File: config.mk
export PLATFORM = sky130hd
export DESIGN_NAME = hamming_sec_codec
export DESIGN_NICKNAME = d
export VERILOG_FILES = /design/src/hdl/hsc_pkg.sv /design/src/hdl/hamming_sec_codec.sv
export VERILOG_INCLUDE_DIRS = /design/src /design/src/hdl
export SDC_FILE = /design/constraint.sdc
export NUM_CORES = 1
export LEC_CHECK = 0
export BUFFER_PORTS_ARGS = -buffer_cell sky130_fd_sc_hd__buf_4
export CORE_MARGIN = 3
export CORE_UTILIZATION = 33
export DETAILED_ROUTE_END_ITERATION = 10
export PLACE_DENSITY = 0.49
export SYNTH_ARGS = -nofsm -noshare
export SYNTH_HDL_FRONTEND = slang
export SYNTH_SLANG_ARGS = --single-unit
File: constraint.sdc
create_clock -name clock -period 4.9 [get_ports clock]
set_input_delay 0.98 -clock clock [delete_from_list [all_inputs] [get_ports clock]]
set_output_delay 0.98 -clock clock [all_outputs]
set_load 0.05 [all_outputs]
File: src/hdl/hamming_sec_codec_assert.svh
// assertion macros for the hamming codec
`ifndef HAMMING_SEC_CODEC_ASSERT_SVH
`define HAMMING_SEC_CODEC_ASSERT_SVH

`ifndef SYNTHESIS

// same-cycle implication
`define HSC_ASSERT_NOW(label, clk, rst, ante, cons) \
   label: assert property (@(posedge clk) disable iff (rst) (ante) |-> (cons)) \
      else $error("hamming codec check failed");

// next-cycle implication
`define HSC_ASSERT_NEXT(label, clk, rst, ante, cons) \
   label: assert property (@(posedge clk) disable iff (rst) (ante) |=> (cons)) \
      else $error("hamming codec check failed");

`else

`define HSC_ASSERT_NOW(label, clk, rst, ante, cons)
`define HSC_ASSERT_NEXT(label, clk, rst, ante, cons)

`endif

`endif

File: src/hdl/hsc_pkg.sv
`timescale 1ns / 1ps

package hsc_pkg;

   localparam int DATA_W          = 38;
   localparam int SYN_W           = 6;
   localparam int STATUS_W        = 2;
   localparam int MAX_POS         = 63;
   localparam int CMP_W           = $clog2(MAX_POS + 1) + 1;
   localparam int MSG_BITS_DEF    = 32;
   localparam int PARITY_BITS_DEF = 6;

   localparam logic OP_ENCODE = 1'b0;
   localparam logic OP_DECODE = 1'b1;

   typedef enum logic [STATUS_W-1:0] {
      ST_CLEAN     = 2'd0,
      ST_CORRECTED = 2'd1,
      ST_PARITY    = 2'd2,
      ST_RANGE     = 2'd3
   } status_type;

   function automatic bit pos_is_pow2(input int p);
      return (p > 0) && ((p & (p - 1)) == 0);
   endfunction

   // 1-based code position of message bit m
   function automatic int msg_pos(input int m);
      int cnt;
      int res;
      cnt = 0;
      res = 0;
      for (int pos = 1; pos <= MAX_POS; pos++) begin
         if (!pos_is_pow2(pos)) begin
            if (cnt == m && res == 0) begin
               res = pos;
            end
            cnt++;
         end
      end
      return res;
   endfunction

   // message bit index held at code position p
   function automatic int pos_slot(input int p);
      int cnt;
      cnt = 0;
      for (int pos = 1; pos < p; pos++) begin
         if (!pos_is_pow2(pos)) begin
            cnt++;
         end
      end
      return cnt;
   endfunction

   // positions whose index has bit r set, bit i is position i+1
   function automatic logic [MAX_POS-1:0] syn_mask(input int r);
      logic [MAX_POS-1:0] m;
      m = '0;
      for (int pos = 1; pos <= MAX_POS; pos++) begin
         m[pos-1] = ((pos >> r) & 1) != 0;
      end
      return m;
   endfunction

endpackage

File: src/hdl/hamming_sec_codec.sv
`timescale 1ns / 1ps
// Shortened single-error-correcting Hamming codec. A request with op clear
// encodes the message in the low bits of data_in into a codeword with parity
// at the power-of-two positions; with op set it checks a codeword, corrects a
// single flipped message bit and returns the message with its syndrome and
// status. The datapath is a three-stage pipeline (input register, syndrome
// XOR trees, correction and output register): one request is taken every
// cycle while the response channel is not stalled, and each request passes
// the input, syndrome and output registers in turn before its response is
// valid. Each stage has its own valid bit and holds under back-pressure, so
// bubbles are squeezed out.
`include "hamming_sec_codec_assert.svh"

module hamming_sec_codec
   import hsc_pkg::*;
#(
   parameter int MSG_BITS    = MSG_BITS_DEF,
   parameter int PARITY_BITS = PARITY_BITS_DEF
) (
   input  logic                clock,
   input  logic                reset,
   input  logic                req_valid,
   output logic                req_ready,
   input  logic                req_op,
   input  logic [DATA_W-1:0]   req_data_in,
   output logic                rsp_valid,
   input  logic                rsp_ready,
   output logic [DATA_W-1:0]   rsp_data_out,
   output logic [SYN_W-1:0]    rsp_syndrome,
   output logic [STATUS_W-1:0] rsp_status
);

   localparam int CODE_BITS = MSG_BITS + PARITY_BITS;
   localparam int MSG_OUT   = (MSG_BITS < DATA_W) ? MSG_BITS : DATA_W;

   // stage readiness
   logic s1_ready;
   logic s2_ready;
   logic s3_ready;

   // stage 1: input register
   logic              s1_valid_ff;
   logic              s1_op_ff;
   logic [DATA_W-1:0] s1_data_ff;

   // stage 2: spread word and syndrome
   logic                   s2_valid_ff;
   logic                   s2_op_ff;
   logic [CODE_BITS-1:0]   s2_spread_ff;
   logic [PARITY_BITS-1:0] s2_syn_ff;
   logic [CODE_BITS-1:0]   enc_spread;
   logic [CODE_BITS-1:0]   dec_spread;
   logic [CODE_BITS-1:0]   s2_spread_in;
   logic [PARITY_BITS-1:0] s2_syn_in;

   // stage 3: output register
   logic                rsp_valid_ff;
   logic [DATA_W-1:0]   rsp_data_out_ff;
   logic [SYN_W-1:0]    rsp_syndrome_ff;
   status_type          rsp_status_ff;
   logic [DATA_W-1:0]   rsp_data_out_in;
   logic [SYN_W-1:0]    rsp_syndrome_in;
   status_type          rsp_status_in;
   logic [MSG_OUT-1:0]  dec_msg;
   logic [MSG_OUT-1:0]  dec_flip;
   logic [DATA_W-1:0]   enc_code;
   logic [CMP_W-1:0]    syn_ext;
   logic                syn_pow2;

   assign s3_ready  = !rsp_valid_ff || rsp_ready;
   assign s2_ready  = !s2_valid_ff || s3_ready;
   assign s1_ready  = !s1_valid_ff || s2_ready;
   assign req_ready = s1_ready;

   // stage 1
   always_ff @(posedge clock) begin
      if (reset) begin
         s1_valid_ff <= 1'b0;
      end else if (s1_ready) begin
         s1_valid_ff <= req_valid;
      end
   end

   always_ff @(posedge clock) begin
      if (s1_ready && req_valid) begin
         s1_op_ff   <= req_op;
         s1_data_ff <= req_data_in;
      end
   end

   // place message bits (encode) or take code bits as they are (decode)
   for (genvar pos = 1; pos <= CODE_BITS; pos++) begin : g_spread
      localparam int SLOT = pos_slot(pos);
      if (!pos_is_pow2(pos) && SLOT < MSG_OUT) begin : g_msg
         assign enc_spread[pos-1] = s1_data_ff[SLOT];
      end else begin : g_par
         assign enc_spread[pos-1] = 1'b0;
      end
      if (pos <= DATA_W) begin : g_in
         assign dec_spread[pos-1] = s1_data_ff[pos-1];
      end else begin : g_out
         assign dec_spread[pos-1] = 1'b0;
      end
   end

   assign s2_spread_in = (s1_op_ff == OP_DECODE) ? dec_spread : enc_spread;

   for (genvar r = 0; r < PARITY_BITS; r++) begin : g_syn
      localparam logic [MAX_POS-1:0] MASK = syn_mask(r);
      assign s2_syn_in[r] = ^(s2_spread_in & MASK[CODE_BITS-1:0]);
   end

   // stage 2
   always_ff @(posedge clock) begin
      if (reset) begin
         s2_valid_ff <= 1'b0;
      end else if (s2_ready) begin
         s2_valid_ff <= s1_valid_ff;
      end
   end

   always_ff @(posedge clock) begin
      if (s2_ready && s1_valid_ff) begin
         s2_op_ff     <= s1_op_ff;
         s2_spread_ff <= s2_spread_in;
         s2_syn_ff    <= s2_syn_in;
      end
   end

   // message gather and single-bit correction
   for (genvar m = 0; m < MSG_OUT; m++) begin : g_msg
      localparam int P = msg_pos(m);
      if (P <= CODE_BITS) begin : g_in
         assign dec_msg[m]  = s2_spread_ff[P-1];
         assign dec_flip[m] = (syn_ext == CMP_W'(P));
      end else begin : g_out
         assign dec_msg[m]  = 1'b0;
         assign dec_flip[m] = 1'b0;
      end
   end

   // codeword: message positions plus parity at powers of two
   for (genvar i = 0; i < DATA_W; i++) begin : g_code
      if (i >= CODE_BITS) begin : g_none
         assign enc_code[i] = 1'b0;
      end else if (pos_is_pow2(i + 1) && $clog2(i + 1) < PARITY_BITS) begin : g_par
         assign enc_code[i] = s2_syn_ff[$clog2(i + 1)];
      end else begin : g_dat
         assign enc_code[i] = s2_spread_ff[i];
      end
   end

   assign syn_ext  = CMP_W'(s2_syn_ff);
   assign syn_pow2 = (s2_syn_ff != '0) && ((s2_syn_ff & (s2_syn_ff - 1'b1)) == '0);

   always_comb begin
      rsp_data_out_in = enc_code;
      rsp_syndrome_in = '0;
      rsp_status_in   = ST_CLEAN;
      if (s2_op_ff == OP_DECODE) begin
         rsp_data_out_in = DATA_W'(dec_msg ^ dec_flip);
         rsp_syndrome_in = SYN_W'(s2_syn_ff);
         if (s2_syn_ff == '0) begin
            rsp_status_in = ST_CLEAN;
         end else if (syn_ext > CMP_W'(CODE_BITS)) begin
            rsp_status_in   = ST_RANGE;
            rsp_data_out_in = DATA_W'(dec_msg);
         end else if (syn_pow2) begin
            rsp_status_in = ST_PARITY;
         end else begin
            rsp_status_in = ST_CORRECTED;
         end
      end
   end

   // stage 3
   always_ff @(posedge clock) begin
      if (reset) begin
         rsp_valid_ff <= 1'b0;
      end else if (s3_ready) begin
         rsp_valid_ff <= s2_valid_ff;
      end
   end

   always_ff @(posedge clock) begin
      if (s3_ready && s2_valid_ff) begin
         rsp_data_out_ff <= rsp_data_out_in;
         rsp_syndrome_ff <= rsp_syndrome_in;
         rsp_status_ff   <= rsp_status_in;
      end
   end

   assign rsp_valid    = rsp_valid_ff;
   assign rsp_data_out = rsp_data_out_ff;
   assign rsp_syndrome = rsp_syndrome_ff;
   assign rsp_status   = rsp_status_ff;

   // checks
   `HSC_ASSERT_NOW(a_corr_syn, clock, reset, rsp_valid && rsp_status == ST_CORRECTED, rsp_syndrome != '0 && !$onehot(rsp_syndrome))
   `HSC_ASSERT_NOW(a_par_syn, clock, reset, rsp_valid && rsp_status == ST_PARITY, $onehot(rsp_syndrome))
   `HSC_ASSERT_NEXT(a_enc_clean, clock, reset, s2_valid_ff && s3_ready && s2_op_ff == OP_ENCODE, rsp_syndrome == '0 && rsp_status == ST_CLEAN)
   `HSC_ASSERT_NEXT(a_no_loss, clock, reset, s2_valid_ff && !s3_ready, s2_valid_ff && $stable(s2_syn_ff))

endmodule

==> impl_summary.md <==
Outcome
The flow ran to the end, and the final reports show no timing, DRC or antenna violations.

Setup path
The kind of critical path is in -> out. Together, buffers and inverters on the worst path number 2. The endpoint identified for the worst register-to-register timing path is s2_syn_ff[2]$_DFFE_PP_. The worst-path cell with the longest stage delay is sky130_fd_sc_hd__nor2b_1. The setup slack of the worst register-to-register path is 2.27 ns.

The most frequent cell on the critical path is sky130_fd_sc_hd__buf_4. The maximum net fanout on the critical path is 6. The depth of the critical timing path with buffers and inverters included is 4. The beginning of the critical path is rsp_ready.

Following the worst setup path forward leads to its endpoint at req_ready. STA classifies the critical path endpoint as an output port. The worst setup path is launched from a primary input. The critical path goes through buf_4 -> nor2b_1 -> nand3_1 -> buf_4. The largest single stage delay on the critical path is 0.57 ns.

Counting cells, the worst reg-to-reg path comes to 6. At the worst endpoint, the arrival time is 2.12 ns. The family with the most delay on the worst path is simple AND/OR/NAND/NOR gates. Data on the critical path is required at its endpoint by 3.92 ns.

In this run the critical register-to-register path is launched from s1_op_ff$_DFFE_PP_.

Detailed routing
The detailed-route via count is 3585. The number of DRC violations after detailed routing is 0. In the routed layout, each cell is associated on average with a via count of 4.53.

The detailed-router iteration count before antenna repair is 4. The number of routed nets with antenna violations is 0. Dividing the detail-routed wire length by the instance count gives 16.3 um. After detailed routing, the total wire length is 12900 um. In this run, the number of DRC markers left after iteration 0 of detailed routing was 207.

CTS
CTS saw 127 sinks. The buffers inserted during post-CTS setup optimization is 0. The clock tree buffer depth is 2. Buffers inserted during clock tree synthesis total 17.

Post-CTS repair changed the size of 0 cells. Clock-pin slew was measured on the worst setup and hold paths at 0.05 ns. The clock root buffer is sky130_fd_sc_hd__clkbuf_16. TritonCTS built the clock tree. The quantity of hold-fixing buffers added after cts is 0.

The insertion delay of the later-clocked pin in the worst-skew pair is 0.42 ns. The number of H-tree branching levels is 4.

Synth
Counting flops and latches in the post-synthesis netlist gives 127. Summed over all instances, the cell type with the most area after synthesis is sky130_fd_sc_hd__edfxtp_1. The synthesized netlist occupies a cell area of 6260 sq um. When the netlist entered floorplanning its net count stood at 503.

After synthesis, the netlist uses 39 different library cells. The sequential-to-total area share from yosys stat is 0.604. After synthesis, the cell types taking the most area are sky130_fd_sc_hd__edfxtp_1 (59%), sky130_fd_sc_hd__xor2_1 (7.0%), sky130_fd_sc_hd__xnor2_1 (4.1%). Averaged over all synthesized cells, the footprint is 13.6 sq um. The share of synthesized area in the top cell type comes to 0.595. During synthesis, Yosys emitted a total of 0 warnings. The cell count after synthesis came out at 460.

STA
Subtracting the final worst setup slack from the clock period gives 3.10 ns. Setup repair after global routing left no endpoint under its margin. Across the routed clock network, the largest skew measured is 0.00818 ns. The total setup violations reported at the end of the flow is 0. Setup total negative slack on the finished layout was measured at 0 ns. The final number of hold-violating endpoints is 0. The final clock period utilization by the worst path is 0.634.

After layout, the worst setup slack is 1.80 ns. The max-slew headroom at the worst pin is 0.179. For the pin with the worst max-slew slack, the measured transition is 1.23 ns. The final count of pins violating max slew is 0.

Across all hold checks on the routed design, the worst slack comes to 0.580 ns. Based on the critical path, the design can be clocked at up to 322 MHz.

Global routing
After global routing the overflow that remains totals 0. The first global-routing pass estimated 20200 um of wire. The initial antenna violation count is 0.

The number of global-route vias before repair is 3686. The total global-route track usage is 0.131. The maximum number of pins on one net before global-route repair is 79.

Placed design
Timing analysis after detailed placement gives a worst setup slack of 1.83 ns. The routability-driven placement congestion ratio is 0.797. Detailed placement ended at an HPWL of 9550 um.

During placement, the flow inserted port buffers numbering 90.

Min path
The startpoint of the lowest-slack hold path is s1_valid_ff$_SDFFE_PP0N_. The tightest min-delay check is of the reg -> reg type.

Power and ir drop
The analysis attributes to net switching a power of 0.984 mW. The register share of total power is 0.436. For this design the static power due to leakage is 2.83 nW. Of the total power, the clock network draws 0.332.

The share of power burned in combinational logic is 0.231. The internal power is 2.39 mW. The worst ir drop on vdd is 0.251 mV. Overall power consumption after layout is estimated at 3.38 mW. Dividing total power by cell area gives a power density of 441 nW/um^2. The switching share of total power is 0.291.

Die
Measured along the y axis, the die boundary spans 144 um. From left edge to right edge, the die measures 144 um. In this run the standard cell core region covers 18300 sq um.

The area enclosed by the die boundary is 20700 sq um. Row generation in the floorplan step produced 49 rows. The initial cell density of the core is 0.343.

During I/O placement, the number of pins put on the boundary was 91.

Finish
For this run, the share of the core covered by cells in the final layout is 0.420. Compared with the post-synthesis result, the final layout area differs by 22.4%. The fraction of final layout cells with drive strength greater than 1 is 0.270. The most common cell after layout, fill and taps aside is sky130_fd_sc_hd__edfxtp_1. The diode insertion count for antenna repair is 0. The top cell types in the final layout, fill and taps aside, are sky130_fd_sc_hd__edfxtp_1 (124), sky130_fd_sc_hd__buf_4 (93), sky130_fd_sc_hd__xor2_1 (50). The final layout net count is 592.

Flow run
The total of max-cap violations is 0.
==> synthesized netlist by cell type <==
master,count
sky130_fd_sc_hd__a21oi_1,42
sky130_fd_sc_hd__xnor3_1,9
sky130_fd_sc_hd__nand2b_1,2
sky130_fd_sc_hd__maj3_1,1
sky130_fd_sc_hd__nand2_1,26
sky130_fd_sc_hd__xnor2_1,29
sky130_fd_sc_hd__mux2i_4,4
sky130_fd_sc_hd__a21boi_0,1
sky130_fd_sc_hd__o311a_1,2
sky130_fd_sc_hd__mux2i_2,3
sky130_fd_sc_hd__o32a_1,1
sky130_fd_sc_hd__mux2_2,21
sky130_fd_sc_hd__xor2_2,1
sky130_fd_sc_hd__and2_1,8
sky130_fd_sc_hd__mux2i_1,11
sky130_fd_sc_hd__nor2_1,40
sky130_fd_sc_hd__a211oi_1,1
sky130_fd_sc_hd__xnor2_2,3
sky130_fd_sc_hd__dfxtp_1,3
sky130_fd_sc_hd__xor2_1,50
sky130_fd_sc_hd__clkbuf_1,17
sky130_fd_sc_hd__buf_2,2
sky130_fd_sc_hd__o311ai_0,1
sky130_fd_sc_hd__mux2_4,2
sky130_fd_sc_hd__nand4_1,2
sky130_fd_sc_hd__buf_12,1
sky130_fd_sc_hd__a21o_1,1
sky130_fd_sc_hd__nor4_1,1
sky130_fd_sc_hd__edfxtp_1,124
sky130_fd_sc_hd__a211o_1,1
sky130_fd_sc_hd__nand3_1,13
sky130_fd_sc_hd__a31oi_1,1
sky130_fd_sc_hd__buf_8,1
sky130_fd_sc_hd__inv_1,10
sky130_fd_sc_hd__buf_6,2
sky130_fd_sc_hd__o21ai_0,4
sky130_fd_sc_hd__xor3_1,1
sky130_fd_sc_hd__nor3_1,4
sky130_fd_sc_hd__nor2b_1,14
==> flip-flops by register name, summed over array words and instances, names as in the netlist <==
signal,cells
s1_valid_ff,1
rsp_syndrome,6
rsp_valid,1
s1_op_ff,1
s2_syn_ff,6
s2_op_ff,1
dec_spread,38
rsp_status,2
s2_spread_ff,32
s2_valid_ff,1
rsp_data_out,38
==> per-stage QoR <==
stage	cell area, sq um	cells
after global routing	7660	791
after floorplan	6260	460
final	7660	791
after global placement	7150	759
after detailed placement	7150	759
after CTS	7660	791
==> layout make-up <==
type | instances | area (sq um)
Fill cell | 1733 | 10600
Multi-Input combinational cell | 300 | 2340
Sequential cell | 127 | 3780
Clock inverter | 10 | 71.3
Inverter | 10 | 37.5
Tap cell | 229 | 287
Clock buffer | 22 | 444
Timing Repair Buffer | 93 | 698
==> worst min path at each step <==
stage / endpoint / slack (ns) / cells after the start
finish: s2_valid_ff$_SDFFE_PP0P_ / 0.58 / 2
global route: s2_valid_ff$_SDFFE_PP0P_ / 0.61 / 2
CTS: s2_valid_ff$_SDFFE_PP0P_ / 0.57 / 2
detailed placement: s2_valid_ff$_SDFFE_PP0P_ / 0.56 / 2
global placement: s2_valid_ff$_SDFFE_PP0P_ / 0.54 / 2
floorplan: s2_op_ff$_DFFE_PP_ / 0.45 / 0
==> cell families (layout without fill, tap and decap cells) <==
group | Yosys count | count (layout) | synth area share
flops | 127 | 127 | 0.604
compound gates | 55 | 55 | 0.0490
mux | 41 | 41 | 0.0811
fa+ha+maj | 1 | 1 | 0.00160
xor+xnor | 93 | 93 | 0.157
simple gates | 110 | 110 | 0.0801
buf+inv | 33 | 135 | 0.0270
==> worst reg2reg max path, delay by kind of cell, from the launching register on <==
family / cells / cell delay [ns]
flops: 1 / 0.32
buf+inv: 1 / 0.57
xor+xnor: 4 / 0.98
mux: 1 / 0.51
==> power groups by stage <==
stage	registers [mW]	logic [mW]	clock network [mW]
after floorplan	1.46	0.615	0
after global placement	1.49	0.780	0
after detailed placement	1.49	0.783	0
after CTS	1.47	0.789	1.15
after global routing	1.49	0.855	1.21
final	1.47	0.782	1.12
==> metal layers <==
metal | track usage | share of wire
met4 | 0.0481 | 0.015
met5 | 0 | 0
met3 | 0.0403 | 0.050
met1 | 0.185 | 0.50
met2 | 0.192 | 0.44
Power figures use the tool's default switching activity.
